--- src/sv/klsel_pkg.sv ---
// klsel_pkg: shared types and constants for the k-largest select block.
// No dependencies; used by klsel_ctrl, klsel_dp and k_largest_select.
package klsel_pkg;

    localparam int VALUE_W      = 32;  // width of one data word
    localparam int CFG_W        = 5;   // width of the keep_count register
    localparam int MAX_KEEP_DEF = 16;  // default store depth

    typedef logic signed [VALUE_W-1:0] t_value;
    typedef logic [CFG_W-1:0]          t_cfg;

    // controller -> datapath
    typedef struct packed {
        logic insert;  // take the input word into the sorted store
        logic load;    // set up the emit window from the store after insert
        logic emit;    // put out one kept word
    } t_cmd;

    // datapath -> controller
    typedef struct packed {
        logic emit_last;  // the word being emitted now is the final one
    } t_stat;

endpackage

--- src/sv/k_largest_select.sv ---
// k_largest_select: top level, streaming top-k select of signed words.
// Depends on klsel_pkg, klsel_ctrl and klsel_dp.
//
// Feeds a set of signed 32-bit words one per start pulse; the block keeps
// the largest keep_count of them (duplicates kept) in a sorted store. A
// word without i_last is taken into the store and busy stays low, so words may be
// presented back to back. A word with i_last is first taken into the store
// in its accept cycle; busy then rises and stays high while the n kept words
// (n = min(words loaded, keep_count)) leave in ascending order, one per
// cycle, each valid on o_largest_value for exactly one cycle while o_strobe
// is high, the last one with o_final_res set. The store has a single read
// port. The receiver cannot stall the output: it must take every word in
// its strobe cycle.
// The store then empties and the next set may start as soon as busy falls.
// keep_count of zero acts as one; above MAX_KEEP it saturates to MAX_KEEP.
// Write keep_count only while no set is being emitted.
module k_largest_select #(
    parameter int MAX_KEEP = klsel_pkg::MAX_KEEP_DEF
) (
    input  logic              i_clk,
    input  logic              i_rst_n,
    // command side
    input  logic              start,
    output logic              busy,
    input  klsel_pkg::t_value i_value,
    input  logic              i_last,
    // config register keep_count
    input  logic              i_cfg_we,
    input  klsel_pkg::t_cfg   i_cfg_wdata,
    // result side
    output logic              o_strobe,
    output klsel_pkg::t_value o_largest_value,
    output logic              o_final_res
);

    klsel_pkg::t_cmd  cmd;
    klsel_pkg::t_stat stat;

    // Sequencer: idle takes words in, emit walks the kept window.
    klsel_ctrl u_ctrl (
        .i_clk   (i_clk),
        .i_rst_n (i_rst_n),
        .i_start (start),
        .i_last  (i_last),
        .i_stat  (stat),
        .o_cmd   (cmd),
        .o_busy  (busy)
    );

    // Sorted store with one compare cell per entry.
    klsel_dp #(
        .MAX_KEEP (MAX_KEEP)
    ) u_dp (
        .i_clk           (i_clk),
        .i_rst_n         (i_rst_n),
        .i_cmd           (cmd),
        .o_stat          (stat),
        .i_value         (i_value),
        .i_cfg_we        (i_cfg_we),
        .i_cfg_wdata     (i_cfg_wdata),
        .o_largest_value (o_largest_value),
        .o_final_res     (o_final_res),
        .o_strobe        (o_strobe)
    );

endmodule

--- src/sv/klsel_ctrl.sv ---
// klsel_ctrl: two-state sequencer (take words in, then emit a set).
// Depends on klsel_pkg for the command and status structs.
module klsel_ctrl (
    input  logic             i_clk,
    input  logic             i_rst_n,
    input  logic             i_start,
    input  logic             i_last,
    input  klsel_pkg::t_stat i_stat,
    output klsel_pkg::t_cmd  o_cmd,
    output logic             o_busy
);

    localparam logic ST_IDLE = 1'b0;
    localparam logic ST_EMIT = 1'b1;

    logic r_state;
    logic n_state;

    always_comb begin
        n_state    = r_state;
        o_cmd      = '0;
        case (r_state)
            ST_IDLE: begin
                if (i_start) begin
                    o_cmd.insert = 1'b1;
                    if (i_last) begin
                        o_cmd.load = 1'b1;
                        n_state    = ST_EMIT;
                    end
                end
            end
            ST_EMIT: begin
                o_cmd.emit = 1'b1;
                if (i_stat.emit_last) begin
                    n_state = ST_IDLE;
                end
            end
            default: begin
                n_state = ST_IDLE;
            end
        endcase
    end

    always_ff @(posedge i_clk) begin
        if (!i_rst_n) begin
            r_state <= ST_IDLE;
        end else begin
            r_state <= n_state;
        end
    end

    assign o_busy = (r_state == ST_EMIT);

endmodule

--- src/sv/klsel_dp.sv ---
// klsel_dp: sorted store of kept words, insertion cells, emit index and
// output register. Depends on klsel_pkg; driven by klsel_ctrl commands.
module klsel_dp #(
    parameter int MAX_KEEP = klsel_pkg::MAX_KEEP_DEF
) (
    input  logic              i_clk,
    input  logic              i_rst_n,
    input  klsel_pkg::t_cmd   i_cmd,
    output klsel_pkg::t_stat  o_stat,
    input  klsel_pkg::t_value i_value,
    input  logic              i_cfg_we,
    input  klsel_pkg::t_cfg   i_cfg_wdata,
    output klsel_pkg::t_value o_largest_value,
    output logic              o_final_res,
    output logic              o_strobe
);

    localparam int IW = (MAX_KEEP > 1) ? $clog2(MAX_KEEP) : 1;
    localparam int FW = $clog2(MAX_KEEP + 1);
    localparam int KW = (FW > klsel_pkg::CFG_W) ? FW : klsel_pkg::CFG_W;

    klsel_pkg::t_value r_kept [MAX_KEEP];
    klsel_pkg::t_value n_kept [MAX_KEEP];
    logic [FW-1:0]     r_fill;
    klsel_pkg::t_cfg   r_keep;
    logic [IW-1:0]     r_idx;
    logic [IW-1:0]     r_end;
    klsel_pkg::t_value r_out;
    logic              r_final;
    logic              r_strobe;

    logic [KW-1:0]     keep_ext;
    logic [FW-1:0]     k_eff;
    logic              room;
    logic [MAX_KEEP-1:0] lt;
    logic [MAX_KEEP-1:0] gt;
    logic [FW-1:0]     fill_next;
    logic [FW-1:0]     emit_n;

    // effective count: zero reads as one, saturate at store depth
    always_comb begin
        keep_ext = KW'(r_keep);
        if (keep_ext == '0) begin
            k_eff = FW'(1);
        end else if (keep_ext > KW'(MAX_KEEP)) begin
            k_eff = FW'(MAX_KEEP);
        end else begin
            k_eff = FW'(keep_ext);
        end
    end

    // per-cell compares against the incoming word
    always_comb begin
        for (int i = 0; i < MAX_KEEP; i++) begin
            lt[i] = (FW'(i) < r_fill) && (i_value < r_kept[i]);
            gt[i] = (FW'(i) < r_fill) && (r_kept[i] < i_value);
        end
    end

    assign room      = (r_fill < k_eff) && (r_fill != FW'(MAX_KEEP));
    assign fill_next = room ? r_fill + FW'(1) : r_fill;
    assign emit_n    = (fill_next < k_eff) ? fill_next : k_eff;

    always_comb begin
        for (int i = 0; i < MAX_KEEP; i++) begin
            n_kept[i] = r_kept[i];
        end
        if (room) begin
            // grow: larger words slide up one cell, word drops into the gap
            for (int i = 0; i < MAX_KEEP; i++) begin
                if ((FW'(i) < r_fill && lt[i]) || FW'(i) == r_fill) begin
                    n_kept[i] = i_value;
                end
            end
            for (int i = 1; i < MAX_KEEP; i++) begin
                if (lt[i-1]) begin
                    n_kept[i] = r_kept[i-1];
                end
            end
        end else begin
            // full: smallest falls out, smaller words slide down
            for (int i = 0; i < MAX_KEEP; i++) begin
                if (gt[i]) begin
                    n_kept[i] = i_value;
                end
            end
            for (int i = 0; i < MAX_KEEP - 1; i++) begin
                if (gt[i+1]) begin
                    n_kept[i] = r_kept[i+1];
                end
            end
        end
    end

    assign o_stat.emit_last = (r_idx == r_end);

    // store contents carry no reset
    always_ff @(posedge i_clk) begin
        if (i_cmd.insert) begin
            for (int i = 0; i < MAX_KEEP; i++) begin
                r_kept[i] <= n_kept[i];
            end
        end
        if (i_cmd.load) begin
            r_idx <= IW'(fill_next - emit_n);
            r_end <= IW'(fill_next - FW'(1));
        end else if (i_cmd.emit) begin
            r_idx <= r_idx + IW'(1);
        end
        if (i_cmd.emit) begin
            r_out   <= r_kept[r_idx];
            r_final <= (r_idx == r_end);
        end
    end

    always_ff @(posedge i_clk) begin
        if (!i_rst_n) begin
            r_fill   <= '0;
            r_keep   <= klsel_pkg::t_cfg'(1);
            r_strobe <= 1'b0;
        end else begin
            if (i_cfg_we) begin
                r_keep <= i_cfg_wdata;
            end
            if (i_cmd.emit && r_idx == r_end) begin
                r_fill <= '0;
            end else if (i_cmd.insert) begin
                r_fill <= fill_next;
            end
            r_strobe <= i_cmd.emit;
        end
    end

    assign o_largest_value = r_out;
    assign o_final_res     = r_final;
    assign o_strobe        = r_strobe;

endmodule
--- config.mk ---
export PLATFORM = sky130hd
export DESIGN_NAME = k_largest_select
export DESIGN_NICKNAME = d
export VERILOG_FILES = /design/src/sv/klsel_pkg.sv /design/src/sv/k_largest_select.sv /design/src/sv/klsel_ctrl.sv /design/src/sv/klsel_dp.sv
export SDC_FILE = /design/constraint.sdc
export NUM_CORES = 2
export LEC_CHECK = 0
export ABC_AREA = 1
export BUFFER_PORTS_ARGS = -buffer_cell sky130_fd_sc_hd__buf_2
export CAP_MARGIN = 0
export CELL_PAD_IN_SITES_DETAIL_PLACEMENT = 1
export CELL_PAD_IN_SITES_GLOBAL_PLACEMENT = 1
export CORE_MARGIN = 2
export CORE_UTILIZATION = 48
export CTS_CLUSTER_SIZE = 25
export DETAILED_ROUTE_END_ITERATION = 10
export MAX_ROUTING_LAYER = met4
export PLACE_DENSITY = 0.84
export SYNTH_ARGS = -nofsm -noshare
export SYNTH_HDL_FRONTEND = slang
export SYNTH_HIERARCHICAL = 1
export SYNTH_SLANG_ARGS = --single-unit
export TNS_END_PERCENT = 100
--- constraint.sdc ---
create_clock -name i_clk -period 4.9 [get_ports i_clk]
set_input_delay 0 -clock i_clk [delete_from_list [all_inputs] [get_ports i_clk]]
set_output_delay 0 -clock i_clk [all_outputs]
set_load 0.02 [all_outputs]
==> results_tabular.tex <==
\begin{tabular}{lr}
\hline
Metric & Value \\
\hline
\multicolumn{2}{l}{\textbf{Outcome}} \\
Run status & completed \\
\multicolumn{2}{l}{\textbf{Timing}} \\
RSZ-0062 raised after global routing & false \\
Final clock period utilization by the worst path & 91.8\% \\
Final number of setup-violating endpoints & 0 \\
Setup TNS Final & 0 ps \\
Post-layout min period & 4500 ps \\
Slew of the pin with the lowest slew margin & 1220 ps \\
Max-slew headroom & 19.0\% \\
Total count of hold-check failures in the final report & 0 \\
Fin. max-slew vios & 0 \\
Maximum clock frequency & 222 MHz \\
Worst clock skew & 27.2 ps \\
\multicolumn{2}{l}{\textbf{CTS}} \\
Sinks on the clock net & 565 \\
TritonCTS clock tree & built \\
Clock latency at the later pin of the worst-skew pair & 670 ps \\
Total CTS buffers & 75 \\
Maximum buffer depth of the clock tree & 3 \\
Post-CTS setup repair buffer count & 0 \\
Number of H-tree levels & 3 \\
Root Buffer & sky130\_fd\_sc\_hd\_\_clkbuf\_16 \\
Clock Pin Slew Worst Setup and Hold Paths & 60 ps \\
\multicolumn{2}{l}{\textbf{Pwr}} \\
Relative contribution of combinational cells to total power & 53.5\% \\
Switching pwr & 14.6 mW \\
Share of power burned in registers & 28.2\% \\
P\_int & 14.8 mW \\
Clock group share of total power & 18.3\% \\
Static power due to leakage & 27.3 nW \\
Power per unit of standard cell area & 507 nW/um\^{}2 \\
Peak VDD IR & 0.297 mV \\
Net switching share of the total power & 49.6\% \\
\multicolumn{2}{l}{\textbf{Die}} \\
Initial Utilization & 48.4\% \\
Core Area & 111000 sq um \\
Die Area & 115000 sq um \\
Cell Rows & 122 \\
Die width & 338 um \\
Number of primary I/O pins & 77 \\
Vertical die dimension & 338 um \\
\multicolumn{2}{l}{\textbf{Route}} \\
Routed wire per std cell & 24.1 um \\
Routed WL & 219000 um \\
Starting DRC count in detailed routing & 5966 \\
DRC & 0 \\
Detail-routed via count per cell & 6.28 \\
Remaining antenna violation count & 0 \\
Number of vias after detailed routing & 57.1k \\
Detailed-routing iteration count for the pre-antenna-repair pass & 6 \\
\multicolumn{2}{l}{\textbf{Logic synthesis}} \\
Total number of yosys warnings & 6 \\
Sequential area share after synthesis & 31.4\% \\
Number of flip-flops and latches in the synthesized netlist & 565 \\
Synthesized area per cell & 6.94 sq um \\
Post-Syn Instances & 7731 \\
Dominant cells by area after synthesis & sky130\_fd\_sc\_hd\_\_edfxtp\_1 (31\%), sky130\_fd\_sc\_hd\_\_nand3\_1 (15\%), sky130\_fd\_sc\_hd\_\_nand2\_1 (14\%) \\
Async set or reset register ratio after synthesis & 0\% \\
Synth area leader & sky130\_fd\_sc\_hd\_\_edfxtp\_1 \\
Distinct cells, synth & 48 \\
Most used flip-flop cell after synthesis & sky130\_fd\_sc\_hd\_\_edfxtp\_1 \\
Net count after synthesis & 8302 \\
Count of flip-flops with a built-in enable after synthesis & 553 \\
Post-synth design cell area & 53700 sq um \\
Share of Yosys cell area claimed by the top area cell type & 30.9\% \\
\multicolumn{2}{l}{\textbf{Placement}} \\
Weighted congestion at the end of routability-driven global placement & 0.962 \\
Input/output buffers & 76 \\
Final HPWL from detailed placement & 166000 um \\
\# placed instances & 8913 \\
\multicolumn{2}{l}{\textbf{Global routing}} \\
Pin count of the biggest net entering global routing & 172 \\
Gr ovfl total & 0 \\
Initial antenna violation count & 5 \\
Global Route Usage Sum & 38.2\% \\
Vias in the first global route & 57.9k \\
Wire length of the first global-routing pass & 337000 um \\
\multicolumn{2}{l}{\textbf{Finish}} \\
Non-filler instance count after layout & 9087 \\
Final layout net count & 8106 \\
Share of final-layout standard cells stronger than drive strength 1 & 6.72\% \\
Area delta synth->final & 7.87\% \\
\multicolumn{2}{l}{\textbf{Worst setup path}} \\
Startpoint-to-endpoint class of the critical path & flop to flop \\
Largest incremental delay on the critical path & 990 ps \\
Highest fanout seen on the critical path & 162 \\
Cell type of the slowest stage on the worst timing path & sky130\_fd\_sc\_hd\_\_buf\_4 \\
Crit path launch type & flop \\
Worst setup EP type & flop \\
Cells along the critical path & inv\_1 -> nand2\_1 -> ha\_1 -> a21oi\_1 -> o21a\_1 -> nand3\_4 -> buf\_12 -> buf\_4 -> buf\_4 -> nand3\_1 -> nand2\_1 \\
Data required time at the worst endpoint & 5410 ps \\
Dominant delay contributor by cell family on the critical path & buffers and inverters \\
Sum of buffers and inverters on the critical path & 4 \\
Arrival time at the worst endpoint & 5010 ps \\
\multicolumn{2}{l}{\textbf{Flow run}} \\
Number of maximum-capacitance constraint violations & 0 \\
\multicolumn{2}{l}{\textbf{Min path}} \\
Hold WC Path Type & input port to flop \\
\hline
\end{tabular}
[power groups by stage]
stage                     clock network (mW)  registers, mW  logic, mW
final                                   5.38           8.27       15.7
after global placement                     0           8.24       14.5
after global routing                    5.57           8.38       17.2
after CTS                               5.41           8.24       15.4
after detailed placement                   0           8.32       15.2
after floorplan                            0           8.10       10.5
[synthesized netlist by cell type, drive strengths merged, types with 24 or more instances]
cell     number
edfxtp      553
o21ai       398
nor2        223
o21a         28
nand4       368
o2111ai      24
ha          528
nand3      1653
nand2      2069
clkbuf      267
buf         325
a21oi       485
inv         714
[repair_timing]
| action | in CTS | in global routing |
|---|---|---|
| endpoints found under the hold margin | 68 | 0 |
| gates resized for setup | 0 | 0 |
| hold buffers | 33 | 0 |
[layout make-up]
| class | count | area, sq um |
|---|---|---|
| Timing Repair Buffer | 319 | 2600 |
| Fill cell | 14518 | 52900 |
| Clock buffer | 100 | 2060 |
| Antenna cell | 8 | 20.0 |
| Tap cell | 1488 | 1860 |
| Multi-Input combinational cell | 5858 | 31600 |
| Sequential cell | 565 | 16800 |
| Inverter | 716 | 2700 |
| Clock inverter | 33 | 198 |
[kinds of logic after synthesis]
logic type	after synthesis	synth area share, %
AND/OR/NAND/NOR	4348	36.6
buffers and inverters	1308	9.91
AO/OA/AOI/OAI	970	9.61
flip-flops	565	31.4
adder cells (fa/ha/maj)	529	12.3
XOR/XNOR	11	0.179
[registers in the layout, indices dropped and copies added, names as in the netlist]
signal and flops:
u_dp/o_largest_value 32, u_dp/o_final_res 1, u_ctrl/o_busy 1, u_dp/o_strobe 1, u_dp/r_fill 5, u_dp/r_end 4, u_dp/keep_ext 5, u_dp/r_kept 512
u_dp/r_idx 4
[per-layer routing]
layer | GRT usage, % | part of all wire, % | vias up
met1 | 47.6 | 41 | 27852
met4 | 16.4 | 4.7 | 0
met5 | - | 0 | -
met2 | 61.6 | 47 | 2506
li1 | - | - | 26199
met3 | 5.60 | 7.5 | 527
[metrics by stage]
stage          util, %  cell area (sq um)  setup slack (ps)  total power [mW]  hold WS [ps]
2_1_floorplan        -              53700               666              18.6          97.6
3_3_place_gp      49.9              55300               670              22.7           283
3_5_place_dp      49.9              55300               492              23.5           282
4_1_cts           52.2              57900               461              29.0          59.5
5_1_grt           52.2              57900              87.8              31.2           121
6_report          52.3              57900               403              29.4          98.2
[path summary, 6_finish.rpt]
check / cells past startpoint / end / slack (ps) / start
worst min register to register: 2 / u_dp/r_kept[0][0] / 590 / u_dp/r_kept[1][0]
worst min-delay path: 4 / u_dp/r_kept[15][28] / 100 / i_value[28]
worst max register to register: 11 / u_dp/r_kept[10][27] / 400 / u_dp/keep_ext[4]
worst max-delay path: 11 / u_dp/r_kept[10][27] / 400 / u_dp/keep_ext[4]
[cell usage in the layout, fill, tap and decap left out, drive strengths merged]
master	Yosys	final
a21boi	3	3
or2	2	2
dlygate4sd3	0	33
a211oi	1	1
clkinv	2	45
a41oi	4	4
a21o	21	21
nand4	368	368
o21ai	398	398
a31oi	4	4
nor4	2	2
edfxtp	553	553
nor3b	2	2
nand3b	1	1
xnor2	4	4
nand3	1653	1653
o2111ai	24	24
nor3	20	20
o21a	28	28
diode	0	8
a21oi	485	485
ha	528	528
nor2	223	223
clkbuf	267	100
dfxtp	12	12
inv	714	702
xor2	7	7
o211ai	2	2
and3	8	8
bufinv	0	2
fa	1	1
nand2	2069	2069
buf	325	286
[worst register-to-register path, cell delays in order, from the launching register on]
cell	delay [ps]
sky130_fd_sc_hd__dfxtp_1	320
sky130_fd_sc_hd__inv_1	190
sky130_fd_sc_hd__nand2_1	140
sky130_fd_sc_hd__ha_1	320
sky130_fd_sc_hd__a21oi_1	70
sky130_fd_sc_hd__o21a_1	240
sky130_fd_sc_hd__nand3_4	150
sky130_fd_sc_hd__buf_12	580
sky130_fd_sc_hd__buf_4	930
sky130_fd_sc_hd__buf_4	1000
sky130_fd_sc_hd__nand3_1	290
sky130_fd_sc_hd__nand2_1	130
(Power assumes the default switching activity.)
